==> src/rtl/sps_ram.sv <==
// Generic single-port RAM with registered read.
module sps_ram #(
    parameter int WIDTH = 8,
    parameter int DEPTH = 16
) (
    input  logic                     aclk,
    input  logic                     we,
    input  logic [$clog2(DEPTH)-1:0] addr,
    input  logic [WIDTH-1:0]         wdata,
    output logic [WIDTH-1:0]         rdata
);
    logic [WIDTH-1:0] mem [DEPTH];

    always_ff @(posedge aclk) begin
        if (we) begin
            mem[addr] <= wdata;
        end
        rdata <= mem[addr];
    end
endmodule

==> config.mk <==
export PLATFORM = sky130hd
export DESIGN_NAME = sps_ram
export DESIGN_NICKNAME = d
export VERILOG_FILES = /design/src/rtl/sps_ram.sv
export SDC_FILE = /design/constraint.sdc
export NUM_CORES = 1
export LEC_CHECK = 0
export BUFFER_PORTS_ARGS = -buffer_cell sky130_fd_sc_hd__clkbuf_2
export CELL_PAD_IN_SITES_DETAIL_PLACEMENT = 1
export CELL_PAD_IN_SITES_GLOBAL_PLACEMENT = 2
export CORE_MARGIN = 5
export CORE_UTILIZATION = 47
export CTS_CLUSTER_SIZE = 30
export DETAILED_ROUTE_END_ITERATION = 10
export PLACE_DENSITY = 0.73
export SLEW_MARGIN = 10
export SYNTH_ARGS = -nofsm -noshare
export SYNTH_HDL_FRONTEND = slang
export SYNTH_SLANG_ARGS = --single-unit
==> constraint.sdc <==
create_clock -name aclk -period 2.3 [get_ports aclk]
set_clock_uncertainty 0.05 [all_clocks]
set_input_delay 0.23 -clock aclk [delete_from_list [all_inputs] [get_ports aclk]]
set_output_delay 0.23 -clock aclk [all_outputs]
set_load 0.01 [all_outputs]
==> results.toml <==
[run_status]
status = "finished clean"

[sta]
slew-limit-headroom_pct = 52.4
hold_viol_final = 0
whs_ps = 94.3
min_period_ps = 1450
worst_pin_slew_ps = 713
setup_viol = 0
finalCritPeriodShare_pct = 63.2
maxSlewViolCount = 0
timing.fmax_mhz = 688
fin_setup_tns_ps = 0
rsz0062_at_grt = "false"

[clock_tree]
cts_hold_buf = 0
clk_pin_slew_ps = 60
post-cts-setup-buffers = 0
cts_resized = 0
numCtsBuffers = 17
root_buffer = "clkbuf_8"
cts_sinks = 136
cts_tree = "built"
clk_latency_ps = 520
clock_path_buffers = 2
h-tree-depth = 4

[placed_design]
io_buffers = 21
placed_area_um2 = 5470
routabilityCongestion = 0.694
hpwl_mm = 6.40

[synth]
synth_top_area_share_pct = 75.9
synthCells = 230
ys_warn_count = 0
ys_top_cells_by_area = "edfxtp_1 (76%), mux4_2 (14%), dfxtp_1 (3.2%)"
synth_nets = 244
synth_area_per_cell_um2 = 22.0
netlist_area_um2 = 5070
synth_top_area_cell = "edfxtp_1"
ys_seq_area_share_pct = 79.0
synth_seq_cells = 136
synth_cell_types = 18

[flow_run]
maxCapViolations = 0

[finish]
design_area_um2 = 6120
syn_to_final_growth_pct = 20.8
postLayoutCoreUtil_pct = 57.2
nNetsFinal = 294
drive_above_1_share_pct = 36.5
diodes = 0
fillers = 910

[floorplanning]
fp.dieW_um = 114
die_h_um = 114
core_area_um2 = 10700
die_area_um2 = 13000
std_cell_rows = 38
io_pins = 22
start_util_pct = 47.4

[power_and_ir_drop]
powerDensity_nw_per_um2 = 980
power_mw = 6.00
internal-power_mw = 4.83
clock_power_share_pct = 49.1
max-vdd-ir-drop_uv = 526
p_leak_nw = 2.05
p_sw_share_pct = 19.4
combPwrFrac_pct = 4.4
pwr-share-seq_pct = 46.5
p_sw_mw = 1.17

[critical_path]
critical-path-top-delay-family = "multiplexers"
startpoint_type = "flop"
cp_num_buf_inv = 0
arrival_ps = 1800
critPathKind = "flop to flop"
cp-end-kind = "flop"
crit_required_ps = 2650
crit_path_max_fanout = 1
path_cells = "mux4_2 > a22oi_1 > nand2_1"
max_stage_delay_ps = 480
slowest_stage = "mux4_2"

[global_routing]
met1_usage_pct = 23.8
grt_use_met2_pct = 28.6
grt_max_degree = 40
grt_antenna_before_repair = 0
grt_use_met3_pct = 5.36
grt.overflow.total = 0
first_global_vias = 2649
grtUsageTotal_pct = 18.1
grt_pass1_wl_mm = 16.3
busiest_layer = "met2"

[detailed_routing]
ant_nets = 0
drt-total-wl_mm = 10.6
drt_iter0_markers = 154
drc = 0
via_per_inst = 5.57
post_drt_wl_per_cell_um = 24.6
firstDrtPassIters = 4
vias = 2412

[min_path]
min_path_type = "input pin to flop"
==> flip-flops by register name, summed over array words and instances, names as in the netlist <==
register and count:
mem 128, rdata 8
==> through the flow <==
| step | std cells | worst slack (ps) |
|---|---|---|
| final | 433 | 847 |
| after global routing | 433 | 808 |
| after CTS | 433 | 839 |
| after detailed placement | 401 | 496 |
| after global placement | 401 | 517 |
| after floorplan | 230 | 527 |
==> power by group through the flow <==
stage / Sequential (mW) / Combinational, mW / Clock, mW
5_1_grt: 2.79 / 0.290 / 3.11
4_1_cts: 2.79 / 0.274 / 2.98
3_5_place_dp: 2.84 / 0.271 / 0
2_1_floorplan: 2.84 / 0.143 / 0
6_report: 2.79 / 0.267 / 2.94
3_3_place_gp: 2.84 / 0.265 / 0
==> path summary, 6_finish.rpt <==
path / from / end / slack, ps / cells after the start
worst min register to register: mem[15][3] / rdata[3] / 620 / 3
worst max register to register: mem[3][6] / rdata[6] / 850 / 3
worst min-delay path: wdata[6] / mem[11][6] / 90 / 1
worst max-delay path: mem[3][6] / rdata[6] / 850 / 3
==> synthesized netlist by cell type <==
library cell  number
a22oi_1           16
and2_1             1
buf_1              4
buf_2              2
buf_6              2
clkbuf_1           2
clkbuf_2           1
dfxtp_1            8
edfxtp_1         128
mux4_2            32
nand2_1            9
nand2b_1           2
nand3_1            1
nand3b_1           2
nor2_1            13
nor2b_1            2
nor3_1             4
or3b_2             1
==> metal layers <==
layer  wire length, um  vias to the layer above
met5                 0                        -
met4               182                        0
met2              5480                       53
li1                  -                     1058
met3               394                       15
met1              4580                     1286
==> logic make-up after synthesis <==
group / count (synthesis) / share of synthesized area (%)
buffers and inverters: 11 / 1.19
DFF: 136 / 79.0
and+or+nand+nor: 35 / 3.21
AOI/OAI and AO/OA: 16 / 2.37
muxes: 32 / 14.2
==> cells in the final DEF, fill, tap and decap left out <==
| cell type | n |
|---|---|
| clkbuf_2 | 21 |
| clkinv_2 | 3 |
| and2_1 | 1 |
| clkinv_4 | 1 |
| bufinv_16 | 5 |
| nand3b_1 | 2 |
| buf_12 | 2 |
| a22oi_1 | 16 |
| dfxtp_1 | 8 |
| nand2_1 | 9 |
| mux4_2 | 32 |
| edfxtp_1 | 128 |
| clkbuf_8 | 4 |
| clkbuf_16 | 16 |
| nor2b_1 | 2 |
| buf_4 | 19 |
| nand3_1 | 1 |
| nand2b_1 | 2 |
| nor2_1 | 13 |
| nor3_1 | 4 |
| or3b_2 | 1 |
| clkinvlp_4 | 3 |
==> layout make-up <==
class | instances | area [um^2] | share of cell area, %
clock buffers | 20 | 455 | 7.44
clock inverters | 12 | 196 | 3.21
multi-input cells | 83 | 1000 | 16.4
flip-flops and latches | 136 | 4000 | 65.4
well taps | 140 | 175 | 2.86
repair buffers | 42 | 288 | 4.70
Note: power is estimated with default switching activity, not from simulation.
